===== src/design/wsm_pkg.sv =====
// Shared types, codes and helpers for the wildcard star matcher.
// No dependencies; imported by wsm_cell and wildcard_star_matcher.
package wsm_pkg;

	// Field widths fixed by the item format
	localparam int unsigned OP_W   = 2;
	localparam int unsigned POS_W  = 6;
	localparam int unsigned CHAR_W = 16;
	localparam int unsigned CFG_W  = 7;

	// Operation codes
	localparam logic [OP_W-1:0] OP_WRITE = 2'd0;
	localparam logic [OP_W-1:0] OP_TEXT  = 2'd1;
	localparam logic [OP_W-1:0] OP_END   = 2'd2;

	localparam logic [CHAR_W-1:0] STAR_CODE = 16'd42;

	// Signals handed from one cell to the next along the row
	typedef struct packed {
		logic clos;  // star closure carry of the current set
		logic shift; // cell matched the text character, advance one place
		logic clos2; // star closure carry of the updated set
	} link_t;

	// ASCII upper-case letters fold to lower case, nothing else changes
	function automatic logic [CHAR_W-1:0] fold_case(input logic [CHAR_W-1:0] c);
		logic [CHAR_W-1:0] r;
		r = c;
		if (c >= 16'd65 && c <= 16'd90) begin
			r = c + 16'd32;
		end
		return r;
	endfunction

endpackage


===== src/design/wsm_cell.sv =====
// One pattern cell: holds a folded pattern character and its active bit.
// Depends on wsm_pkg for the link struct, codes and case folding.
module wsm_cell #(
	parameter bit IS_FIRST = 1'b0
) (
	input  logic                        clk,
	input  logic                        arst_n,
	input  logic                        en,         // cell lies below the pattern end
	input  logic                        write_hit,  // pattern write aimed at this cell
	input  logic [wsm_pkg::CHAR_W-1:0]  write_char,
	input  logic [wsm_pkg::CHAR_W-1:0]  text_char,  // already folded
	input  logic                        text_step,
	input  logic                        restart,
	input  wsm_pkg::link_t              link_in,
	output wsm_pkg::link_t              link_out,
	output logic                        closed      // active bit after star closure
);
	import wsm_pkg::*;

	logic [CHAR_W-1:0] pat_q;
	logic              act_q;
	logic              is_star;
	logic              hit;
	logic              nxt;
	logic              nxt_closed;

	// Pattern character, stored folded (folding never yields a star)
	always_ff @(posedge clk) begin
		if (write_hit) begin
			pat_q <= fold_case(write_char);
		end
	end

	assign is_star = (pat_q == STAR_CODE);
	assign hit     = (pat_q == text_char);

	// Closure, step and closure of the new set
	assign closed          = act_q | link_in.clos;
	assign nxt             = (closed & is_star & en) | link_in.shift;
	assign nxt_closed      = nxt | link_in.clos2;
	assign link_out.clos   = closed & is_star & en;
	assign link_out.shift  = closed & ~is_star & hit & en;
	assign link_out.clos2  = nxt_closed & is_star & en;

	// Active bit
	always_ff @(posedge clk or negedge arst_n) begin
		if (!arst_n) begin
			act_q <= IS_FIRST;
		end else if (restart) begin
			act_q <= IS_FIRST;
		end else if (text_step) begin
			act_q <= nxt_closed;
		end
	end

endmodule


===== src/design/wildcard_star_matcher.sv =====
// Top level of the wildcard star matcher: row of pattern cells plus output skid.
// Depends on wsm_pkg and wsm_cell.
//
// Usage: load pattern characters with operation write (position, character),
// set pattern_length through cfg_we/cfg_wdata, then stream text characters
// one beat each and close the text with an end beat. Only an end beat gives
// a result beat on the output channel: matched is 1 when the whole text
// matched the whole pattern; '*' matches any run, ASCII letters fold case.
// A new input beat is taken every cycle while in_stall is low. The
// active set of all cells is updated through a combinational closure and
// shift chain along the row, which sets the clock period for long patterns.
// The result of an end beat appears on out_valid the cycle after it is taken
// when the output register is free; otherwise it waits in the skid stage.
// An output register and a one-entry skid stage decouple the channels: input
// keeps flowing while a result waits, and in_stall rises only when both hold
// a result. Reset clears pattern_length, the match state (position zero
// active) and both output stages; pattern entries are undefined until written.
module wildcard_star_matcher #(
	parameter int unsigned PATTERN_MAX = 64
) (
	input  logic                        clk,
	input  logic                        arst_n,
	input  logic                        in_valid,
	output logic                        in_stall,
	input  logic [wsm_pkg::OP_W-1:0]    operation,
	input  logic [wsm_pkg::POS_W-1:0]   position,
	input  logic [wsm_pkg::CHAR_W-1:0]  character,
	output logic                        out_valid,
	input  logic                        out_stall,
	output logic                        matched,
	input  logic                        cfg_we,
	input  logic [wsm_pkg::CFG_W-1:0]   cfg_wdata
);
	import wsm_pkg::*;

	localparam int unsigned LEN_W = $clog2(PATTERN_MAX + 1);
	localparam int unsigned CMP_W = (LEN_W > CFG_W) ? LEN_W : CFG_W;
	localparam int unsigned POS_RANGE = 2 ** POS_W;

	logic [CFG_W-1:0]   pattern_length_q;
	logic [CMP_W-1:0]   len_ext;
	logic [LEN_W-1:0]   used_len;
	logic               in_acc;
	logic               wr_acc;
	logic               text_acc;
	logic               end_acc;
	logic [CHAR_W-1:0]  text_fold;
	logic [PATTERN_MAX-1:0] cell_en;
	logic [PATTERN_MAX-1:0] write_hit;
	link_t              link [0:PATTERN_MAX];
	logic [PATTERN_MAX:0]   closed_set;
	logic               last_q;
	logic               last_nxt;
	logic               result;
	logic               out_valid_q;
	logic               out_data_q;
	logic               skid_valid_q;
	logic               skid_data_q;
	logic               out_free;

	// Pattern length register, saturated to the cell count on use
	always_ff @(posedge clk or negedge arst_n) begin
		if (!arst_n) begin
			pattern_length_q <= '0;
		end else if (cfg_we) begin
			pattern_length_q <= cfg_wdata;
		end
	end

	assign len_ext  = CMP_W'(pattern_length_q);
	assign used_len = (len_ext > CMP_W'(PATTERN_MAX)) ? LEN_W'(PATTERN_MAX) : LEN_W'(len_ext);

	// Input beat decode
	assign in_acc    = in_valid & ~in_stall;
	assign wr_acc    = in_acc & (operation == OP_WRITE);
	assign text_acc  = in_acc & (operation == OP_TEXT);
	assign end_acc   = in_acc & (operation == OP_END);
	assign text_fold = fold_case(character);

	assign link[0] = '0;

	// Row of cells
	for (genvar i = 0; i < PATTERN_MAX; i++) begin : g_cell
		assign cell_en[i] = (LEN_W'(i) < used_len);
		if (i < POS_RANGE) begin : g_hit
			assign write_hit[i] = wr_acc & (position == POS_W'(i));
		end else begin : g_nohit
			assign write_hit[i] = 1'b0;
		end

		wsm_cell #(
			.IS_FIRST(i == 0)
		) u_cell (
			.clk        (clk),
			.arst_n     (arst_n),
			.en         (cell_en[i]),
			.write_hit  (write_hit[i]),
			.write_char (character),
			.text_char  (text_fold),
			.text_step  (text_acc),
			.restart    (end_acc),
			.link_in    (link[i]),
			.link_out   (link[i+1]),
			.closed     (closed_set[i])
		);
	end

	// Pattern end position: active when the whole pattern has been consumed
	assign closed_set[PATTERN_MAX] = last_q | link[PATTERN_MAX].clos;
	assign last_nxt = link[PATTERN_MAX].shift | link[PATTERN_MAX].clos2;

	always_ff @(posedge clk or negedge arst_n) begin
		if (!arst_n) begin
			last_q <= 1'b0;
		end else if (end_acc) begin
			last_q <= 1'b0;
		end else if (text_acc) begin
			last_q <= last_nxt;
		end
	end

	assign result = closed_set[used_len];

	// Output register with skid stage
	assign out_free = ~out_valid_q | ~out_stall;

	always_ff @(posedge clk or negedge arst_n) begin
		if (!arst_n) begin
			out_valid_q  <= 1'b0;
			skid_valid_q <= 1'b0;
		end else if (out_free) begin
			if (skid_valid_q) begin
				out_valid_q  <= 1'b1;
				skid_valid_q <= 1'b0;
			end else begin
				out_valid_q <= end_acc;
			end
		end else if (end_acc) begin
			skid_valid_q <= 1'b1;
		end
	end

	always_ff @(posedge clk) begin
		if (out_free) begin
			if (skid_valid_q) begin
				out_data_q <= skid_data_q;
			end else if (end_acc) begin
				out_data_q <= result;
			end
		end else if (end_acc) begin
			skid_data_q <= result;
		end
	end

	assign in_stall  = skid_valid_q;
	assign out_valid = out_valid_q;
	assign matched   = out_data_q;

	// Checks
	a_skid_behind_out: assert property (@(posedge clk) disable iff (!arst_n)
		in_stall |-> out_valid)
		else $error("skid holds a result while the output stage is empty");

	a_end_gives_result: assert property (@(posedge clk) disable iff (!arst_n)
		(end_acc && !out_valid) |=> out_valid)
		else $error("end beat into an empty output gave no result");

	a_restart_first: assert property (@(posedge clk) disable iff (!arst_n)
		end_acc |=> closed_set[0])
		else $error("position zero not active after end of text");

	a_no_loss: assert property (@(posedge clk) disable iff (!arst_n)
		(out_valid && out_stall && skid_valid_q) |=> (out_valid && skid_valid_q))
		else $error("pending result dropped while stalled");

endmodule


===== config.mk =====
export PLATFORM = sky130hd
export DESIGN_NAME = wildcard_star_matcher
export DESIGN_NICKNAME = d
export VERILOG_FILES = /design/src/design/wsm_pkg.sv /design/src/design/wsm_cell.sv /design/src/design/wildcard_star_matcher.sv
export SDC_FILE = /design/constraint.sdc
export NUM_CORES = 2
export LEC_CHECK = 0
export ABC_CLOCK_PERIOD_IN_PS = 4030
export CAP_MARGIN = 15
export CORE_MARGIN = 2
export CORE_UTILIZATION = 23
export DETAILED_ROUTE_END_ITERATION = 8
export DONT_BUFFER_PORTS = 1
export HOLD_SLACK_MARGIN = 0.12
export PLACE_DENSITY = 0.48
export SYNTH_ARGS = -nofsm -noshare
export SYNTH_HDL_FRONTEND = slang
export SYNTH_SLANG_ARGS = --single-unit

===== constraint.sdc =====
create_clock -name clk -period 4.03 [get_ports clk]
set_clock_uncertainty 0.15 [all_clocks]
set_input_delay 0.403 -clock clk [delete_from_list [all_inputs] [get_ports clk]]
set_output_delay 0.403 -clock clk [all_outputs]
set_load 0.01 [all_outputs]

==> flow_metrics.env <==
export IMPL_path_max_fanout=7
export IMPL_relSlewSlack=0.1776
export IMPL_cts_made_buffers=130
export IMPL_tritoncts="built"
export IMPL_dr_wl_met3_um=18090
export IMPL_hold_viol_final=0
export IMPL_initial_core_util=0.2311
export IMPL_core_area_mm2=0.2455
export IMPL_syn_num_nets=4646
export IMPL_final_cells=9429
export IMPL_place_area_mm2=0.07115
export IMPL_vias=47100
export IMPL_clock_sinks=1100
export IMPL_antenna_left=0
export IMPL_synth_edf_count=1026
export IMPL_critPathRequiredTime_ns=4.54
export IMPL_post_synth_top_area_cell="edfxtp_1"
export IMPL_clock_tree_buffer_depth=3
export IMPL_ys_seq_elements=1100
export IMPL_maxCapViolCount=0
export IMPL_drv_slew=0
export IMPL_die_y_um=500.6
export IMPL_grt_overflow=0
export IMPL_wirelength_um=242500
export IMPL_ys_seq_area_frac=0.5758
export IMPL_drc=0
export IMPL_post_drt_wl_per_cell_um=25.72
export IMPL_placed_cells=9073
export IMPL_critPathCaptureType="register"
export IMPL_synth_top_area_share=0.5431
export IMPL_design_area_mm2=0.07812
export IMPL_wl_met2_um=109000
export IMPL_drive_gt1_frac=0.3237
export IMPL_io_buffers=0
export IMPL_viasPerCell=4.996
export IMPL_cp_arrival_ns=5.37
export IMPL_clk_latency_ns=0.80
export IMPL_rsz0062_at_grt="yes"
export IMPL_setup_violations=50
export IMPL_syn_to_final_growth_pct=37.71
export IMPL_cts_htree_levels=4
export IMPL_yosysWarningCount=0
export IMPL_p_leak_uw=0.02721
export IMPL_routabilityCongestion=0.9071
export IMPL_tns_ns=-29.34
export IMPL_layout_nets=6128
export IMPL_power_density_mw_per_mm2=346.5
export IMPL_antenna_found_initial=22
export IMPL_fin_ws_ns=-0.8238
export IMPL_synth_area_mm2=0.05673
export IMPL_hold_path_class="input port to register"
export IMPL_post_route_min_period_ns=4.854
export IMPL_status="finished with violations"
export IMPL_grt_max_degree=74
export IMPL_dieArea_mm2=0.2506
export IMPL_routed_top_layer="met5"
export IMPL_dp_hpwl_um=135700
export IMPL_grtUsageTotal=0.1879
export IMPL_clk_pin_slew_ns=0.06
export IMPL_ir_drop_uv=374.1
export IMPL_first_global_vias=46540
export IMPL_max_freq_mhz=206.0
export IMPL_num_io_pins=39
export IMPL_cts_root_buf="clkbuf_16"
export IMPL_ys_async_sr_fraction=0.06727
export IMPL_cp_start_kind="register"
export IMPL_crit_type="register to register"
export IMPL_synth_area_leaders="edfxtp_1 (54%), xor2_1 (8.1%), xnor2_1 (7.1%)"
export IMPL_avgSynthCellArea_um2=12.31
export IMPL_die_w_um=500.6
export IMPL_drt_iter0_drc=5551
export IMPL_synthDistinctLibCells=112
export IMPL_syn_inst=4609
export IMPL_tightestPinTransition_ns=1.231
export IMPL_finalCritPeriodShare=1.204
export IMPL_drt_met1_wl_um=108400
export IMPL_grt_pass1_wl_um=340900
export IMPL_violations="negative setup slack"
export IMPL_drt_first_pass_iters=6
export IMPL_num_rows=182
export IMPL_synthFlopType="edfxtp_1"
-- registers in the layout (all words and copies together) (netlist names) --
signal / count
len_ext: 7
skid_data_q: 1
out_valid: 1
matched: 1
in_stall: 1
last_q: 1
g_cell.u_cell.pat_q: 1024
g_cell.u_cell.act_q: 64
-- cells in the final DEF, fill, tap and decap left out, drive strengths merged, types with 96 or more instances in the layout --
master and n:
xnor2 463, xor2 524, edfxtp 1026, nor4 291, buf 1525, nand4 191, o21ai 147, nor2 245
clkbuf 153, a21oi 142, nor4b 96, nand2 219
-- Yosys cell counts (all sizes together), types with 21 or more instances --
master  instances
nor4          291
a31oi          44
a22o           21
nor3           88
xor2          524
nor4bb         67
or2            32
xnor2         463
a21o           22
nor2b          23
nand3          66
o21ai         147
nand2b         37
edfxtp       1026
and2           23
a211oi         29
buf           135
o211ai         24
nor4b          96
a21oi         142
nand4         191
o22ai          25
nor2          245
clkbuf         77
dfrtp          73
inv            58
and4           28
or4            21
nand2         219
-- power breakdown --
part	total [uW]	internal, uW	switching [uW]
combinational	2210	834	1370
clock	12300	7180	5140
sequential	12500	12500	25.0
total	27100	20500	6540
-- final timing paths --
| check | start | depth (start not counted) | slack [ns] | endpoint |
|---|---|---|---|---|
| worst max-delay path | len_ext[3] | 22 | -0.82 | g_cell[58].u_cell.act_q |
| worst min-delay path | character[6] | 5 | 0.13 | g_cell[2].u_cell.act_q |
| worst max register to register | len_ext[3] | 22 | -0.82 | g_cell[58].u_cell.act_q |
| worst min register to register | last_q | 2 | 0.35 | last_q |
| max in group asynchronous | arst_n | 4 | 1.94 | g_cell[52].u_cell.act_q |
| min in group asynchronous | arst_n | 3 | 0.72 | g_cell[43].u_cell.act_q |
-- per-stage QoR --
stage	power, uW	util	setup WS (ns)	hold slack [ns]
global placement	14430	0.2898	-1.311	-0.02246
finish	27070	0.3182	-0.8238	0.1340
floorplan	13870	-	-0.3050	-0.04259
CTS	27240	0.3161	-0.6843	0.1229
global route	27800	0.3182	-0.9674	0.1402
detailed placement	14440	0.2898	-1.279	-0.02063
-- worst max-delay path, stage by stage (launching register included) --
cell and delay, ns:
dfrtp_2 0.44, buf_4 0.15, buf_4 0.15, buf_4 0.17, and2_1 0.18, buf_4 0.16
a21oi_4 0.22, nor2_1 0.14, o2111ai_2 0.32, a311o_1 0.28, o211a_1 0.21, o21a_2 0.27
buf_4 0.14, nor3_1 0.06, buf_4 0.14, o311a_1 0.37, o41ai_2 0.25, o211ai_1 0.20
nor2_2 0.28, a21oi_4 0.13, buf_6 0.14, a21boi_2 0.10, o21ai_1 0.06
-- timing repair --
item	in CTS	in global routing
setup buffers	37	27
endpoints found under the setup margin	51	54
cloned	1	0
gates resized for setup	199	86
pin swaps	94	85
hold buffers	51	0
hold endpoints to repair	932	0
-- kinds of logic after synthesis --
group,count (synthesis),synth area share
fa+ha+maj,1,0.0002205
flops,1100,0.5758
xor+xnor,987,0.1524
mux,20,0.003904
compound gates,724,0.09079
buf+inv,270,0.02040
simple gates,1507,0.1565
-- layout make-up --
cell class | count | area [um2]
multi-input combinational | 3239 | 24240
timing repair buffer | 1562 | 12500
inverter | 58 | 222.7
fill | 24790 | 167400
sequential | 1100 | 32670
tap | 3220 | 4029
clock buffer | 153 | 3413
antenna | 9 | 22.52
clock inverter | 88 | 1026
-- layer usage --
metal  track usage  up-vias
li1              -    20760
met1        0.2648    23930
met2        0.2974     2041
met3       0.02812      372
met4       0.05357        4
met5             0        -
(Power assumes the default switching activity.)
